<file path="config.mk">
export PLATFORM = sky130hd
export DESIGN_NAME = lvb_queue
export DESIGN_NICKNAME = d
export VERILOG_FILES = /design/src/rtl/lvb_pkg.sv /design/src/rtl/lvb_queue.sv
export SDC_FILE = /design/constraint.sdc
export NUM_CORES = 1
export LEC_CHECK = 0
export ABC_AREA = 1
export BUFFER_PORTS_ARGS = -buffer_cell sky130_fd_sc_hd__buf_2
export CAP_MARGIN = 20
export CELL_PAD_IN_SITES_DETAIL_PLACEMENT = 0
export CELL_PAD_IN_SITES_GLOBAL_PLACEMENT = 1
export CORE_AREA = 2 2 345 347
export CTS_CLUSTER_SIZE = 12
export DETAILED_ROUTE_END_ITERATION = 7
export DIE_AREA = 0 0 347 349
export PLACE_DENSITY = 0.53
export SYNTH_ARGS = -nofsm -noshare
export SYNTH_HDL_FRONTEND = slang
export SYNTH_SLANG_ARGS = --single-unit
</file>
<file path="constraint.sdc">
create_clock -name clk_i -period 24.7 [get_ports clk_i]
set_clock_uncertainty 0.1 [all_clocks]
set_input_delay 2.47 -clock clk_i [delete_from_list [all_inputs] [get_ports clk_i]]
set_output_delay 2.47 -clock clk_i [all_outputs]
set_load 0.1 [all_outputs]
</file>
<file path="src/rtl/lvb_pkg.sv">
// Shared types and constants of the look-at view basis unit.
// No dependencies; every other file of the unit imports this package.
package lvb_pkg;

  // Widest coordinate the datapath carries (upper end of COORD_WIDTH).
  localparam int CoordMaxW = 48;
  // Target minus eye needs one more bit than a coordinate.
  localparam int AimW      = CoordMaxW + 1;
  // Magnitudes of vectors that are being scaled.
  localparam int MagW      = 64;
  // Dot products of a Q2.30 axis with a Q16.16 eye, with headroom.
  localparam int AccW      = 84;

  localparam int QDepth    = 2;
  localparam int QPtrW     = (QDepth > 1) ? $clog2(QDepth) : 1;
  localparam int QCntW     = $clog2(QDepth + 1);

  localparam logic [1:0] ROW_U = 2'd0;
  localparam logic [1:0] ROW_V = 2'd1;
  localparam logic [1:0] ROW_W = 2'd2;

  localparam logic signed [31:0] ONE_Q30 = 32'sh4000_0000;

  typedef struct packed {
    logic               func;
    logic signed [31:0] aim_x;
    logic signed [31:0] aim_y;
    logic signed [31:0] aim_z;
    logic signed [31:0] up_x;
    logic signed [31:0] up_y;
    logic signed [31:0] up_z;
    logic signed [31:0] eye_x;
    logic signed [31:0] eye_y;
    logic signed [31:0] eye_z;
  } req_t;

  typedef struct packed {
    logic [1:0]         row;
    logic signed [31:0] axis_x;
    logic signed [31:0] axis_y;
    logic signed [31:0] axis_z;
    logic signed [31:0] offset;
    logic               degenerate;
    logic               last;
  } res_t;

  // A classified request as it waits in the queue.
  typedef struct packed {
    logic signed [AimW-1:0]      aim_x;
    logic signed [AimW-1:0]      aim_y;
    logic signed [AimW-1:0]      aim_z;
    logic signed [CoordMaxW-1:0] up_x;
    logic signed [CoordMaxW-1:0] up_y;
    logic signed [CoordMaxW-1:0] up_z;
    logic signed [CoordMaxW-1:0] eye_x;
    logic signed [CoordMaxW-1:0] eye_y;
    logic signed [CoordMaxW-1:0] eye_z;
    logic                        aim_zero;
    logic                        up_zero;
  } job_t;

  typedef struct packed {
    logic start;
    logic is_div;
  } rd_cmd_t;

  typedef struct packed {
    logic busy;
    logic done;
  } rd_stat_t;

endpackage

</file>
<file path="src/rtl/lvb_queue.sv">
// Short queue of classified requests between front and back end.
// Depends on lvb_pkg.
module lvb_queue (
  input  logic          clk_i,
  input  logic          rst_ni,
  input  logic          push_i,
  input  lvb_pkg::job_t data_i,
  input  logic          pop_i,
  output lvb_pkg::job_t data_o,
  output logic          full_o,
  output logic          empty_o
);
  import lvb_pkg::*;

  job_t             mem_q [QDepth];
  logic [QPtrW-1:0] wr_q, rd_q;
  logic [QCntW-1:0] cnt_q;
  logic             do_pop;

  assign full_o  = (cnt_q == QCntW'(QDepth));
  assign empty_o = (cnt_q == '0);
  assign do_pop  = pop_i && !empty_o;
  assign data_o  = mem_q[rd_q];

  function automatic logic [QPtrW-1:0] nxt(input logic [QPtrW-1:0] p);
    return (p == QPtrW'(QDepth - 1)) ? '0 : p + QPtrW'(1);
  endfunction

  always_ff @(posedge clk_i or negedge rst_ni) begin
    if (!rst_ni) begin
      wr_q  <= '0;
      rd_q  <= '0;
      cnt_q <= '0;
    end else begin
      if (push_i) begin
        wr_q <= nxt(wr_q);
      end
      if (do_pop) begin
        rd_q <= nxt(rd_q);
      end
      if (push_i && !do_pop) begin
        cnt_q <= cnt_q + QCntW'(1);
      end else if (!push_i && do_pop) begin
        cnt_q <= cnt_q - QCntW'(1);
      end
    end
  end

  always_ff @(posedge clk_i) begin
    if (push_i) begin
      mem_q[wr_q] <= data_i;
    end
  end

endmodule

</file>
==> flow_summary.json, run 1 <==
{
  "status": "finished, final reports clean",
  "first_pass_iters": 5,
  "placed_area_mm2": 0.0381,
  "synth-simple-area-share": 0.159,
  "clk_latency_ns": 0.66,
  "synth_edf_count": 874,
  "arrival_ns": 4.47,
  "setup_viol": 0,
  "pin_count": 880,
  "drc": 0,
  "synthMuxAreaShare": 0,
  "synth_compound_area_frac": 0.000154,
  "drive_gt1_frac": 0.334,
  "worstPathCellList": "buf_4 -> buf_4 -> buf_4 -> nand2_1 -> nand2_1 -> buf_2",
  "ys_types": 18,
  "gp_congestion": 0.824,
  "grtUsageTotal": 0.154,
  "wl_per_cell_um": 20.0,
  "tightest_slew_ns": 1.21,
  "hold_viol": 0,
  "syn-num-nets": 2752,
  "drt-met1-wl_mm": 36.1,
  "cts_inserted_buffers": 99,
  "cts_tree": "done",
  "yosys.area.top_type": "edfxtp_1",
  "post_cts_buffers": 0,
  "hold_slack_ns": 0.441,
  "synthArstFlopShare": 0.00456,
  "maxUsedRoutingLayer": "met5",
  "synthAdderAreaFrac": 0.000386,
  "yosysMostFrequentCell": "nand2_1",
  "critPathMaxFanout": 79,
  "ys.flop_type": "edfxtp_1",
  "synth_top_family_by_area": "simple AND/OR/NAND/NOR gates",
  "cts_buffer_depth": 3,
  "via_count": 20100,
  "wl_met2_mm": 48.4,
  "viasPerCell": 4.14,
  "place_hpwl_mm": 66.0,
  "cp_slowest_cell": "dfrtp_4",
  "globalRoute.totalOverflow": 0,
  "fin_crit_sh": 0.285,
  "cts_root_buffer": "clkbuf_16",
  "fin_area_mm2": 0.0412,
  "postSynthCellCount": 2310,
  "cpPeakStageDelay_ns": 0.92,
  "final_antenna_net_count": 0,
  "synth_seq_area_share": 0.812,
  "h-tree-depth": 3,
  "cpMostUsedCell": "buf_4",
  "clk_pin_slew_ns": 0.06,
  "layout_min_cycle_time_ns": 7.04,
  "wl_met3_mm": 8.62,
  "syn_area_mm2": 0.0325,
  "grt_pass1_vias": 19900,
  "slew_viol_final": 0,
  "antenna_found_initial": 47,
  "synth_seq_cells": 878,
  "synthTopCellsByCount": "nand2_1, edfxtp_1, nand2_2",
  "tns_ns": 0,
  "area_growth_pct": 27.1,
  "rsz0062_at_grt": "no",
  "fmax_mhz": 142,
  "endpoint_kind": "output pin",
  "critPathLaunchType": "flip-flop",
  "maxSlewHeadroom": 0.191,
  "hp-class": "reg2reg",
  "netlist.area_leader.share": 0.809,
  "grt_max_degree": 234,
  "ys_warn_count": 0,
  "drt-initial-drc-count": 1272,
  "synth_area_per_cell_um2": 14.1,
  "synth.area.top_cells": "edfxtp_1, nand2_1, buf_6, nand2_2, buf_2",
  "start_util": 0.276,
  "cts_resized": 0,
  "crit_type": "reg2out",
  "numPortBuffers": 879,
  "rows": 126,
  "cts.sinks": 878,
  "core_mm2": 0.117,
  "synth-xor-area-share": 0.000540,
  "holdBufCountCts": 0,
  "die_width_um": 347,
  "maxCapViolCount": 0,
  "fp.dieH_um": 349,
  "fp.dieArea_mm2": 0.121,
  "grt_pass1_wl_mm": 136,
  "cp.required_ns": 22.13,
  "routed_wl_mm": 96.8,
  "nNetsFinal": 3654
}
==> path summary, 6_finish.rpt <==
path                        start      endpoint  slack, ns  depth (start not counted)
min                          wr_q          wr_q       0.44                          1
min reg2reg                  wr_q          wr_q       0.44                          1
max reg2reg                  wr_q  mem_q[0][16]      20.59                          6
max                          rd_q    data_o[95]      17.66                          6
max in group asynchronous  rst_ni          rd_q      22.85                          1
min in group asynchronous  rst_ni          wr_q       1.51                          1
==> cells by family after synthesis <==
logic type                 Yosys count
buffers and inverters              104
adders and majority gates            1
DFF                                878
AOI/OAI and AO/OA                    1
and+or+nand+nor                   1324
xor gates and xnor gates             2
==> per-stage QoR <==
step	util	worst slack [ns]	std cells
floorplan	-	2.59	2310
global placement	0.324	18.00	4646
detailed placement	0.324	18.02	4646
CTS	0.350	17.55	4827
global route	0.351	17.34	4846
finish	0.351	17.66	4851
==> cells in the final DEF, fill, tap and decap left out, types with 15 or more instances in the layout <==
cell type | Yosys | final
buf_4 | 5 | 15
edfxtp_1 | 874 | 874
nand2_2 | 71 | 71
clkbuf_16 | 0 | 100
nand2_1 | 1247 | 1247
diode_2 | 0 | 23
buf_2 | 42 | 879
clkinv_2 | 0 | 16
clkbuf_1 | 0 | 26
clkinv_1 | 0 | 27
==> metal layers <==
layer  GRT usage  vias up
met1       0.167     9459
met2       0.263      728
li1            -     9680
met5           0        -
met4      0.0697       40
met3      0.0614      199
==> worst max-delay path: cells and delay by family (launching register included) <==
family                 cells  cell delay (ns)
DFF                        1             0.92
and+or+nand+nor            2             0.22
buffers and inverters      4             2.45
==> area by class of cell <==
cell class / instances / area [um2]
clock inverter: 55 / 464
clock buffer: 126 / 2600
timing repair buffer: 898 / 4600
inverter: 7 / 60.1
tap: 1536 / 1920
sequential: 878 / 26300
antenna: 23 / 57.6
multi-input combinational: 1328 / 5200
fill: 11700 / 76200
==> state kept, by name, summed over array words and instances (netlist names) <==
| register | cells |
|---|---|
| wr_q | 1 |
| mem_q | 874 |
| rd_q | 1 |
| cnt_q | 2 |
Power of run 1 is not shown: default switching activity piles up to over one toggle a cycle in this logic, so the estimate is an artifact.
==> inputs of run 2 (changes only) <==
CORE_AREA = 2 2 342 344   (was 2 2 345 347)
DIE_AREA = 0 0 344 346   (was 0 0 347 349)
PLACE_DENSITY = 0.56   (was 0.53)
clock period = 6.3 ns   (was 24.7 ns; I/O delays follow)
==> flow_summary.json, run 2 (synthesized netlist as in run 1, its figures left out) <==
{
  "crit_type": "reg2out",
  "mostFrequentLayoutCell": "nand2_1",
  "final_antenna_net_count": 0,
  "pin_count": 880,
  "slew_viol_final": 0,
  "top_regs": "mem_q (874), cnt_q (2)",
  "grtUsageTotal": 0.151,
  "hp-class": "in2reg",
  "crit_buf_inv": 3,
  "critPathLaunchType": "flip-flop",
  "hold_viol": 0,
  "cts_resized": 0,
  "layout_common_cells": "nand2_1, buf_2, edfxtp_1",
  "tightest_slew_ns": 1.15,
  "antenna_found_initial": 33,
  "largest_reg_flops": 874,
  "wl_per_cell_um": 18.2,
  "fillers": 11200,
  "start_util": 0.281,
  "min_path_cells": 1,
  "fmax_mhz": 232,
  "drc": 0,
  "endpoint_kind": "output pin",
  "grt_pass1_vias": 21100,
  "routed_wl_mm": 93.8,
  "fp.dieH_um": 346,
  "rows": 125,
  "gp_congestion": 0.798,
  "area_growth_pct": 36.8,
  "critPathTopFamily": "buffers and inverters",
  "grt_pass1_wl_mm": 134,
  "dp_cells": 4637,
  "drive_gt1_frac": 0.307,
  "multi_input_area_mm2": 0.00521,
  "fin_crit_sh": 0.683,
  "fp.dieArea_mm2": 0.119,
  "nNetsFinal": 3970,
  "grt_max_degree": 162,
  "stdcell_count": 5147,
  "maxCapViolCount": 0,
  "globalRoute.totalOverflow": 0,
  "cts_root_buffer": "clkbuf_16",
  "top_register": "mem_q",
  "critPathMaxFanout": 161,
  "rsz0062_at_grt": "no",
  "first_pass_iters": 4,
  "core_mm2": 0.115,
  "seqCellArea_mm2": 0.0263,
  "cp.required_ns": 5.57,
  "cts.sinks": 878,
  "cts_buffer_depth": 3,
  "clk_latency_ns": 0.65,
  "place_hpwl_mm": 62.4,
  "layout_min_cycle_time_ns": 4.30,
  "fin_area_mm2": 0.0444,
  "arrival_ns": 3.57,
  "path_depth": 5,
  "viasPerCell": 4.12,
  "via_count": 21200,
  "numPortBuffers": 879,
  "cts_tree": "done",
  "placed_area_mm2": 0.0382,
  "cp_slowest_cell": "dfrtp_4",
  "setup_viol": 0,
  "status": "finished, final reports clean",
  "reg2reg_depth": 3,
  "drt-initial-drc-count": 1100,
  "h-tree-depth": 3,
  "worstPathCellList": "inv_16 -> buf_4 -> nand2_2 -> nand2_1 -> buf_2",
  "clk_pin_slew_ns": 0.06,
  "maxSlewHeadroom": 0.234,
  "cpPeakStageDelay_ns": 0.72,
  "cts_inserted_buffers": 97,
  "die_width_um": 344
}
[run 2: timing repair]
action / CTS / global route
endpoints found under the hold margin: 621 / 0
hold buffers: 316 / 0
endpoints found under the setup margin: 0 / 0
buffers inserted: 0 / 0
[run 2: path summary, 6_finish.rpt]
check,startpoint,to,slack (ns)
max,rd_q,data_o[10],2.00
min,data_i[50],mem_q[1][50],0.07
max reg2reg,wr_q,mem_q[0][0],3.60
min reg2reg,cnt_q[1],cnt_q[1],0.42
max in group asynchronous,rst_ni,rd_q,5.70
min in group asynchronous,rst_ni,rd_q,0.26
[run 2: final cells by class]
class	instances	share of cell area
Inverter	7	0.00132
Timing Repair Buffer	1216	0.177
Tap cell	1524	0.0429
Sequential cell	878	0.593
Multi-Input combinational cell	1328	0.117
Clock buffer	123	0.0578
Clock inverter	53	0.00899
Antenna cell	18	0.00101
[run 2: through the flow]
step | utilization | hold WS [ns] | TNS (ns) | setup WS [ns]
5_1_grt | 0.384 | 0.00957 | 0 | 1.75
2_1_floorplan | - | 0.234 | -1203.43 | -1.44
6_report | 0.385 | 0.0686 | 0 | 2.00
3_5_place_dp | 0.331 | 0.346 | 0 | 2.64
4_1_cts | 0.384 | 0.0000456 | 0 | 1.88
3_3_place_gp | 0.331 | 0.346 | 0 | 2.67
[run 2: routing by layer]
layer,share of wire,vias up,wire length [um],global-route usage
met1,0.38,10000,35700,0.171
met4,0.028,18,2630,0.0571
met2,0.50,686,47000,0.260
met5,0.0014,-,129,0
li1,-,10300,-,-
met3,0.088,150,8240,0.0539
Power of run 2 is left out for the same reason.
