--- src/rtl/lvb_pkg.sv ---
// Shared types and constants of the look-at view basis unit.
// No dependencies; every other file of the unit imports this package.
package lvb_pkg;

  // Widest coordinate the datapath carries (upper end of COORD_WIDTH).
  localparam int CoordMaxW = 48;
  // Target minus eye needs one more bit than a coordinate.
  localparam int AimW      = CoordMaxW + 1;
  // Magnitudes of vectors that are being scaled.
  localparam int MagW      = 64;
  // Dot products of a Q2.30 axis with a Q16.16 eye, with headroom.
  localparam int AccW      = 84;

  localparam int QDepth    = 2;
  localparam int QPtrW     = (QDepth > 1) ? $clog2(QDepth) : 1;
  localparam int QCntW     = $clog2(QDepth + 1);

  localparam logic [1:0] ROW_U = 2'd0;
  localparam logic [1:0] ROW_V = 2'd1;
  localparam logic [1:0] ROW_W = 2'd2;

  localparam logic signed [31:0] ONE_Q30 = 32'sh4000_0000;

  typedef struct packed {
    logic               func;
    logic signed [31:0] aim_x;
    logic signed [31:0] aim_y;
    logic signed [31:0] aim_z;
    logic signed [31:0] up_x;
    logic signed [31:0] up_y;
    logic signed [31:0] up_z;
    logic signed [31:0] eye_x;
    logic signed [31:0] eye_y;
    logic signed [31:0] eye_z;
  } req_t;

  typedef struct packed {
    logic [1:0]         row;
    logic signed [31:0] axis_x;
    logic signed [31:0] axis_y;
    logic signed [31:0] axis_z;
    logic signed [31:0] offset;
    logic               degenerate;
    logic               last;
  } res_t;

  // A classified request as it waits in the queue.
  typedef struct packed {
    logic signed [AimW-1:0]      aim_x;
    logic signed [AimW-1:0]      aim_y;
    logic signed [AimW-1:0]      aim_z;
    logic signed [CoordMaxW-1:0] up_x;
    logic signed [CoordMaxW-1:0] up_y;
    logic signed [CoordMaxW-1:0] up_z;
    logic signed [CoordMaxW-1:0] eye_x;
    logic signed [CoordMaxW-1:0] eye_y;
    logic signed [CoordMaxW-1:0] eye_z;
    logic                        aim_zero;
    logic                        up_zero;
  } job_t;

  typedef struct packed {
    logic start;
    logic is_div;
  } rd_cmd_t;

  typedef struct packed {
    logic busy;
    logic done;
  } rd_stat_t;

endpackage

--- src/rtl/lvb_front.sv ---
// Front end: takes requests, extracts coordinates, forms the aim vector
// and flags zero aim or zero up. Depends on lvb_pkg.
module lvb_front #(
  parameter int COORD_WIDTH = 32
) (
  input  logic          clk_i,
  input  logic          rst_ni,
  input  logic          start_i,
  input  lvb_pkg::req_t req_i,
  output logic          busy_o,
  input  logic          full_i,
  output logic          push_o,
  output lvb_pkg::job_t job_o
);
  import lvb_pkg::*;

  localparam int  TakeW   = (COORD_WIDTH < 32) ? COORD_WIDTH : 32;
  localparam bit  SignExt = (COORD_WIDTH <= 32);

  logic valid_q;
  job_t job_q, job_d;
  logic accept;

  // Fields wider than the coordinate keep their low bits; a coordinate
  // wider than the field sees the field as a non-negative value.
  function automatic logic signed [CoordMaxW-1:0] coord(input logic [31:0] f);
    logic [TakeW-1:0] t;
    logic             s;
    t = f[TakeW-1:0];
    s = SignExt ? t[TakeW-1] : 1'b0;
    return {{(CoordMaxW - TakeW){s}}, t};
  endfunction

  logic signed [CoordMaxW-1:0] ax, ay, az, ex, ey, ez;

  always_comb begin
    ax = coord(req_i.aim_x);
    ay = coord(req_i.aim_y);
    az = coord(req_i.aim_z);
    ex = coord(req_i.eye_x);
    ey = coord(req_i.eye_y);
    ez = coord(req_i.eye_z);
    job_d.eye_x = ex;
    job_d.eye_y = ey;
    job_d.eye_z = ez;
    job_d.up_x  = coord(req_i.up_x);
    job_d.up_y  = coord(req_i.up_y);
    job_d.up_z  = coord(req_i.up_z);
    if (req_i.func) begin
      job_d.aim_x = AimW'(ax) - AimW'(ex);
      job_d.aim_y = AimW'(ay) - AimW'(ey);
      job_d.aim_z = AimW'(az) - AimW'(ez);
    end else begin
      job_d.aim_x = AimW'(ax);
      job_d.aim_y = AimW'(ay);
      job_d.aim_z = AimW'(az);
    end
    job_d.aim_zero = (job_d.aim_x == '0) && (job_d.aim_y == '0) && (job_d.aim_z == '0);
    job_d.up_zero  = (job_d.up_x == '0) && (job_d.up_y == '0) && (job_d.up_z == '0);
  end

  assign busy_o = valid_q && full_i;
  assign push_o = valid_q && !full_i;
  assign accept = start_i && !busy_o;
  assign job_o  = job_q;

  always_ff @(posedge clk_i or negedge rst_ni) begin
    if (!rst_ni) begin
      valid_q <= 1'b0;
    end else if (accept) begin
      valid_q <= 1'b1;
    end else if (push_o) begin
      valid_q <= 1'b0;
    end
  end

  always_ff @(posedge clk_i) begin
    if (accept) begin
      job_q <= job_d;
    end
  end

endmodule

--- config.mk ---
export PLATFORM = sky130hd
export DESIGN_NAME = lvb_front
export DESIGN_NICKNAME = d
export VERILOG_FILES = /design/src/rtl/lvb_pkg.sv /design/src/rtl/lvb_front.sv
export SDC_FILE = /design/constraint.sdc
export NUM_CORES = 1
export LEC_CHECK = 0
export ABC_AREA = 1
export BUFFER_PORTS_ARGS = -buffer_cell sky130_fd_sc_hd__buf_2
export CORE_AREA = 10 10 273 275
export CTS_BUF_LIST = sky130_fd_sc_hd__clkbuf_8 sky130_fd_sc_hd__clkbuf_16
export DETAILED_ROUTE_END_ITERATION = 10
export DIE_AREA = 0 0 283 285
export SLEW_MARGIN = 5
export SYNTH_ARGS = -nofsm -noshare
export SYNTH_HDL_FRONTEND = slang
export SYNTH_SLANG_ARGS = --single-unit
export TNS_END_PERCENT = 100
--- constraint.sdc ---
create_clock -name clk_i -period 14.7 [get_ports clk_i]
set_input_delay 1.47 -clock clk_i [delete_from_list [all_inputs] [get_ports clk_i]]
set_output_delay 1.47 -clock clk_i [all_outputs]
set_load 0.02 [all_outputs]
==> results.yml, run 1 <==
min_path:
  min_path_type: "register to register"
  holdPathEnd: "valid_q$_DFFE_PN0P_"
  holdPathStages: 2
  hold_start: "valid_q$_DFFE_PN0P_"
critical_path:
  critical_path_class: "input port to register"
  cp_slowest_stage_delay_ns: 0.84
  start_kind: "input port"
  reg2reg_from: "valid_q$_DFFE_PN0P_"
  r2r-end: "job_o[248]$_DFFE_PP_"
  path_max_fanout: 74
  crit_required_ns: 14.88
  cp_cell_sequence: "buf_2, nand2_1, inv_1, nor2_4, buf_4, buf_4"
  arrival_ns: 4.23
  r2r_slack_ns: 11.28
  cp_common_cell: "buf_4"
  reg2reg_depth: 5
  endpoint_kind: "register"
  critPathSlowestCell: "buf_4"
timing:
  period_minus_slack_ns: 4.05
  fin_ws_ns: 10.65
  fin_setup_tns_ns: 0
  worst_slew_pin_slew_ns: 0.957
  period_share_pct: 27.6
  skew_ns: 0.0106
  grt_setup_unrepaired: "false"
  finalHoldViolCount: 0
  drv_slew: 0
  slew-limit-headroom_pct: 36.2
  setup_viol: 0
  max_freq_mhz: 247
die:
  dieHeight_um: 285
  dieArea_sq_um: 80700
  rows: 97
  ioPinCount: 732
  start_util_pct: 28.2
  die_w_um: 283
  core-area_sq_um: 69300
clock_tree:
  post_cts_resized: 0
  tritoncts: "yes"
  cts_max_level: 2
  insertion_delay_ns: 0.56
  cts_buffer_depth: 3
  post-cts-setup-buffers: 0
  cts_buffers: 40
  clk_pin_slew_ns: 0.06
  cts-root-buf: "clkbuf_16"
  clock-sinks: 294
  cts.hold.buffers_added: 0
yosys:
  synth_top_area_share_pct: 45.0
  synth-async-reset-ratio_pct: 0.340
  ys_types: 37
  avgSynthCellArea_sq_um: 7.76
  synth.area.top_cells: "edfxtp_1, nand2_1, inv_1, ha_1, buf_4"
  synth-edff-count: 293
  seq_area_frac_synth_pct: 45.1
  yosysWarnings: 0
  synth-seq-cells: 294
  synthFlopType: "edfxtp_1"
  synthCells: 2520
  syn-num-nets: 2912
  syn_area_sq_um: 19600
  yosysTopAreaCell: "edfxtp_1"
power_and_ir_drop:
  clockPowerShare_pct: 37.0
  ir_drop_uv: 80.6
  power_density_nw_per_um2: 108
  power.switching_w: 0.000876
  p_seq_share_pct: 38.1
  leakage_nw: 12.7
  swShare_pct: 33.1
  p_int_w: 0.00177
  p_comb_share_pct: 24.9
global_routing:
  track_usage_pct: 20.3
  grt_pass1_vias: 18700
  grt_overflow: 0
  grt_pass1_wl_um: 122000
  grt_max_degree: 75
  antenna_found_initial: 41
final_layout:
  final_nets: 3527
  multi_input_area_sq_um: 7720
  drive_above_1_share_pct: 28.0
  fin_area_sq_um: 24600
  post-route-util_pct: 35.5
  fillCellCount: 7437
  seq_area_sq_um: 8820
  syn2layout_area_growth_pct: 25.8
  fin_cells: 4116
place:
  numPlacedInstances: 4033
  place_ws_ns: 10.04
  io_buffers: 731
  gp_congestion: 0.949
  hpwlAfterDp_um: 73300
  place_area_sq_um: 23300
routing:
  routedWlPerCell_um: 20.7
  drt-initial-drc-count: 993
  vias_per_cell: 4.43
  first_pass_iters: 5
  route.detailed.drc: 0
  vias: 18200
  detail-route-antenna-nets: 0
  totalWireLength_um: 85300
outcome:
  status: "finished clean"
flow_run:
  drv_cap: 0
## cells by family (layout without fill, tap and decap cells)
| kind of cell | Yosys count | count (layout) | share of synthesized area (%) |
|---|---|---|---|
| compound gates | 113 | 113 | 3.06 |
| fa+ha+maj | 99 | 99 | 6.45 |
| simple gates | 1353 | 1353 | 29.7 |
| buf+inv | 656 | 1301 | 15.5 |
| xor+xnor | 5 | 5 | 0.224 |
| flops | 294 | 294 | 45.1 |
| other cells | 0 | 11 | 0 |
## synthesized netlist by cell type, types with 2 or more instances
master and n:
or2_2 30, xnor2_1 2, a21oi_1 66, inv_1 472, fa_1 3, buf_4 146
ha_1 96, buf_2 6, nand3b_1 18, nand2_2 15, o21ai_1 8, buf_1 4
edfxtp_1 293, nor3_2 5, nor2_1 175, nor2_2 17, and2_1 6, xor2_1 3
clkbuf_1 8, nor4_1 24, o21ai_0 26, inv_2 19, nand2_1 803, nand3_1 203
nand3_2 3, nand4_1 37, o21bai_1 7, a21o_1 2, nor3_1 15
## critical path, delay by kind of cell
family	cells	cell delay, ns
AND/OR/NAND/NOR	2	0.77
buffers and inverters	4	1.84
## worst max-delay path by stage
stage                           from              endpoint  depth (start not counted)
final                         full_i  job_o[248]$_DFFE_PP_                          6
after global routing      req_i[288]    job_o[1]$_DFFE_PP_                         17
after CTS                     full_i   job_o[27]$_DFFE_PP_                          6
after detailed placement      full_i   job_o[30]$_DFFE_PP_                          6
after global placement        full_i   job_o[32]$_DFFE_PP_                          6
after floorplan               full_i    job_o[0]$_DFFE_PP_                          3
## metrics by stage
stage | hold WS [ns] | total power, W
finish | 0.499 | 0.00265
global route | 0.538 | 0.00279
CTS | 0.502 | 0.00269
detailed placement | 0.488 | 0.00169
global placement | 0.477 | 0.00169
floorplan | 0.459 | 0.00147
## per-layer routing
layer  part of all wire, %  GRT usage [%]
met1                    33           18.6
met2                    56           41.0
met3                   7.1           5.91
met4                   4.0           7.67
met5                 0.096              0
## power by group through the flow
stage	registers (W)	clock network (W)	logic [W]
6_report	0.00101	0.000979	0.000659
5_1_grt	0.00102	0.00104	0.000733
4_1_cts	0.00101	0.00101	0.000669
3_5_place_dp	0.00103	0	0.000666
3_3_place_gp	0.00103	0	0.000665
2_1_floorplan	0.00111	0	0.000368
## cell usage in the layout (no fill, tap or decap), types with 2 or more instances in the layout
master,netlist,final
a21o_1,2,2
a21oi_1,66,66
and2_1,6,6
buf_2,6,730
buf_4,146,8
bufinv_16,0,4
clkbuf_16,0,41
clkinv_1,0,6
clkinv_2,0,3
clkinvlp_4,0,2
diode_2,0,11
edfxtp_1,293,293
fa_1,3,3
ha_1,96,96
inv_1,472,481
inv_2,19,19
inv_6,0,5
nand2_1,803,803
nand2_2,15,15
nand3_1,203,203
nand3_2,3,3
nand3b_1,18,18
nand4_1,37,37
nor2_1,175,174
nor2_2,17,17
nor3_1,15,15
nor3_2,5,5
nor4_1,24,24
o21ai_0,26,26
o21ai_1,8,8
o21bai_1,7,7
or2_2,30,30
xnor2_1,2,2
xor2_1,3,3
## flip-flops by register name, summed over array words and instances, names as in the netlist
name and cells:
job_o 293, valid_q 1
## cell type report
cell class	instances	area share (%)
flip-flops and latches	294	35.9
multi-input cells	1570	31.4
repair buffers	738	15.1
inverters	491	7.49
well taps	940	4.78
clock buffers	41	4.17
clock inverters	31	1.10
diodes	11	0.112
Note: power is estimated with default switching activity, not from simulation.
==> inputs of run 2 (changes only) <==
--- a/config.mk
+++ b/config.mk
@@ -7,10 +7,10 @@
 export LEC_CHECK = 0
 export ABC_AREA = 1
 export BUFFER_PORTS_ARGS = -buffer_cell sky130_fd_sc_hd__buf_2
-export CORE_AREA = 10 10 273 275
+export CORE_AREA = 10 10 275 277
 export CTS_BUF_LIST = sky130_fd_sc_hd__clkbuf_8 sky130_fd_sc_hd__clkbuf_16
 export DETAILED_ROUTE_END_ITERATION = 10
-export DIE_AREA = 0 0 283 285
+export DIE_AREA = 0 0 285 287
 export SLEW_MARGIN = 5
 export SYNTH_ARGS = -nofsm -noshare
 export SYNTH_HDL_FRONTEND = slang
==> constraint.sdc (replaced) <==
create_clock -name clk_i -period 4.1 [get_ports clk_i]
set_input_delay 0.41 -clock clk_i [delete_from_list [all_inputs] [get_ports clk_i]]
set_output_delay 0.41 -clock clk_i [all_outputs]
set_load 0.02 [all_outputs]
==> run 2 against run 1 <==
Clock skew grew 0.0096 ns. Largest power group unchanged. Sequential power grew to 3.6 times the previous value. Clock power grew to 3.7 times the previous value. Total power grew to 3.6 times the previous value. Largest cell class unchanged. Non-clock buffer count grew 50. Via count grew 1.2%. Setup slack lost 9.7 ns.
==> results.yml, run 2 (synthesis gave the netlist of run 1 again) <==
clock_tree:
  tritoncts: "yes"
  post-cts-setup-buffers: 0
  cts-root-buf: "clkbuf_16"
  clk_pin_slew_ns: 0.06
  cts_buffers: 40
  cts_max_level: 2
  cts_buffer_depth: 3
  insertion_delay_ns: 0.57
  clock-sinks: 294
timing:
  worst_slew_pin_slew_ns: 1.00
  skew_ns: 0.0201
  drv_slew: 0
  finalHoldViolCount: 0
  fin_ws_ns: 0.950
  hold_slack_ns: 0.0338
  fin_setup_tns_ns: 0
  period_share_pct: 76.8
  grt_setup_unrepaired: "false"
  slew-limit-headroom_pct: 33.4
  max_freq_mhz: 317
  period_minus_slack_ns: 3.15
  setup_viol: 0
global_routing:
  antenna_found_initial: 41
  grt_pass1_vias: 18600
  grt_max_degree: 157
  grt_overflow: 0
  grt_pass1_wl_um: 123000
  track_usage_pct: 20.3
final_layout:
  syn2layout_area_growth_pct: 28.6
  largest_reg_flops: 293
  final_cell_mix: "nand2_1, buf_2, inv_1"
  drive_above_1_share_pct: 27.9
  fillCellCount: 7404
  final_common_cell: "nand2_1"
  fin_cells: 4161
  final_nets: 3577
power_and_ir_drop:
  p_seq_share_pct: 37.5
  power.switching_w: 0.00318
  leakage_nw: 13.0
  ir_drop_uv: 315
  power_density_nw_per_um2: 384
  p_int_w: 0.00648
  power_w: 0.00966
  p_comb_share_pct: 25.0
  clockPowerShare_pct: 37.5
  swShare_pct: 32.9
routing:
  vias_per_cell: 4.43
  route.detailed.drc: 0
  detail-route-antenna-nets: 0
  vias: 18500
  first_pass_iters: 5
  drt-initial-drc-count: 1011
  totalWireLength_um: 87200
  routedWlPerCell_um: 21.0
place:
  numPlacedInstances: 4034
  gp_congestion: 0.965
  hpwlAfterDp_um: 74300
  io_buffers: 731
  place_ws_ns: 0.658
die:
  dieArea_sq_um: 81800
  ioPinCount: 732
  core-area_sq_um: 69800
  die_w_um: 285
  rows: 97
  dieHeight_um: 287
  start_util_pct: 28.0
critical_path:
  cp_cell_sequence: "dlygate4sd3_1, buf_2, ha_1, fa_1, inv_1, nand3_1, nand2_2, nand2_1, nand2_1, nand2_1, nand2_1, nand2_1, nand3_1, nand2_1, nor2_1, nand3_1, nor2_1, nand2_1, nor2_1, nand2_1, nor2_2"
  r2r_slack_ns: 2.21
  critical_path_class: "input port to register"
  critPathSlowestCell: "dlygate4sd3_1"
  crit_required_ns: 4.54
  arrival_ns: 3.59
  endpoint_kind: "register"
  reg2reg_depth: 4
  start_kind: "input port"
  cp_common_cell: "nand2_1"
  path_max_fanout: 4
  cp_slowest_stage_delay_ns: 0.53
min_path:
  holdPathStages: 1
  min_path_type: "input port to register"
flow_run:
  drv_cap: 0
outcome:
  status: "finished clean"
==> run 2: changes by cell type in the layout (fill, tap and decap cells not counted), sizes merged <==
cell | before | now
clkbuf | 41 | 40
clkinvlp | 2 | 3
buf | 738 | 739
diode | 11 | 7
bufinv | 4 | 6
clkinv | 10 | 14
inv | 506 | 499
dlygate4sd3 | 0 | 49
==> run 2: layout make-up <==
type | instances | area (sq um) | area share (%)
diodes | 7 | 17.5 | 0.0696
clock buffers | 40 | 1000 | 3.98
clock inverters | 31 | 333 | 1.32
inverters | 491 | 1850 | 7.34
multi-input cells | 1570 | 7730 | 30.7
flip-flops and latches | 294 | 8820 | 35.1
well taps | 940 | 1180 | 4.67
repair buffers | 788 | 4240 | 16.8
==> run 2: metrics by stage <==
| stage | instance area [sq um] | util [%] |
|---|---|---|
| floorplan | 19600 | - |
| finish | 25200 | 36.1 |
| global placement | 23300 | 33.4 |
| global route | 25200 | 36.0 |
| detailed placement | 23300 | 33.4 |
| CTS | 25100 | 36.0 |
==> run 2: critical path: cells and delay by family <==
| kind | cells | cell delay (ns) |
|---|---|---|
| simple gates | 16 | 1.77 |
| buf+inv | 3 | 0.78 |
| fa+ha+maj | 2 | 0.61 |
==> run 2: path summary, 6_finish.rpt <==
check | from | endpoint
worst min-delay path | req_i[130] | job_o[196]$_DFFE_PP_
worst max register to register | valid_q$_DFFE_PN0P_ | job_o[78]$_DFFE_PP_
max in group asynchronous | rst_ni | valid_q$_DFFE_PN0P_
worst max-delay path | req_i[0] | job_o[1]$_DFFE_PP_
min in group asynchronous | rst_ni | valid_q$_DFFE_PN0P_
worst min register to register | valid_q$_DFFE_PN0P_ | valid_q$_DFFE_PN0P_
==> run 2: what timing repair did <==
| item | in CTS | in global routing |
|---|---|---|
| gates resized for setup | 0 | 0 |
| endpoints found under the hold margin | 49 | 0 |
| hold buffers | 49 | 0 |
==> run 2: power groups by stage <==
stage                     Sequential, W  Combinational [W]  Clock [W]
after floorplan                 0.00395            0.00132          0
after CTS                       0.00362            0.00245    0.00374
after global routing            0.00364            0.00268    0.00385
final                           0.00362            0.00242    0.00362
after detailed placement        0.00368            0.00240          0
after global placement          0.00368            0.00240          0
==> run 2: routing by layer <==
| metal | routed length (um) | track usage (%) |
|---|---|---|
| met5 | 124 | 0 |
| met4 | 2000 | 5.07 |
| met3 | 6140 | 5.71 |
| met2 | 49700 | 41.9 |
| met1 | 29200 | 19.1 |
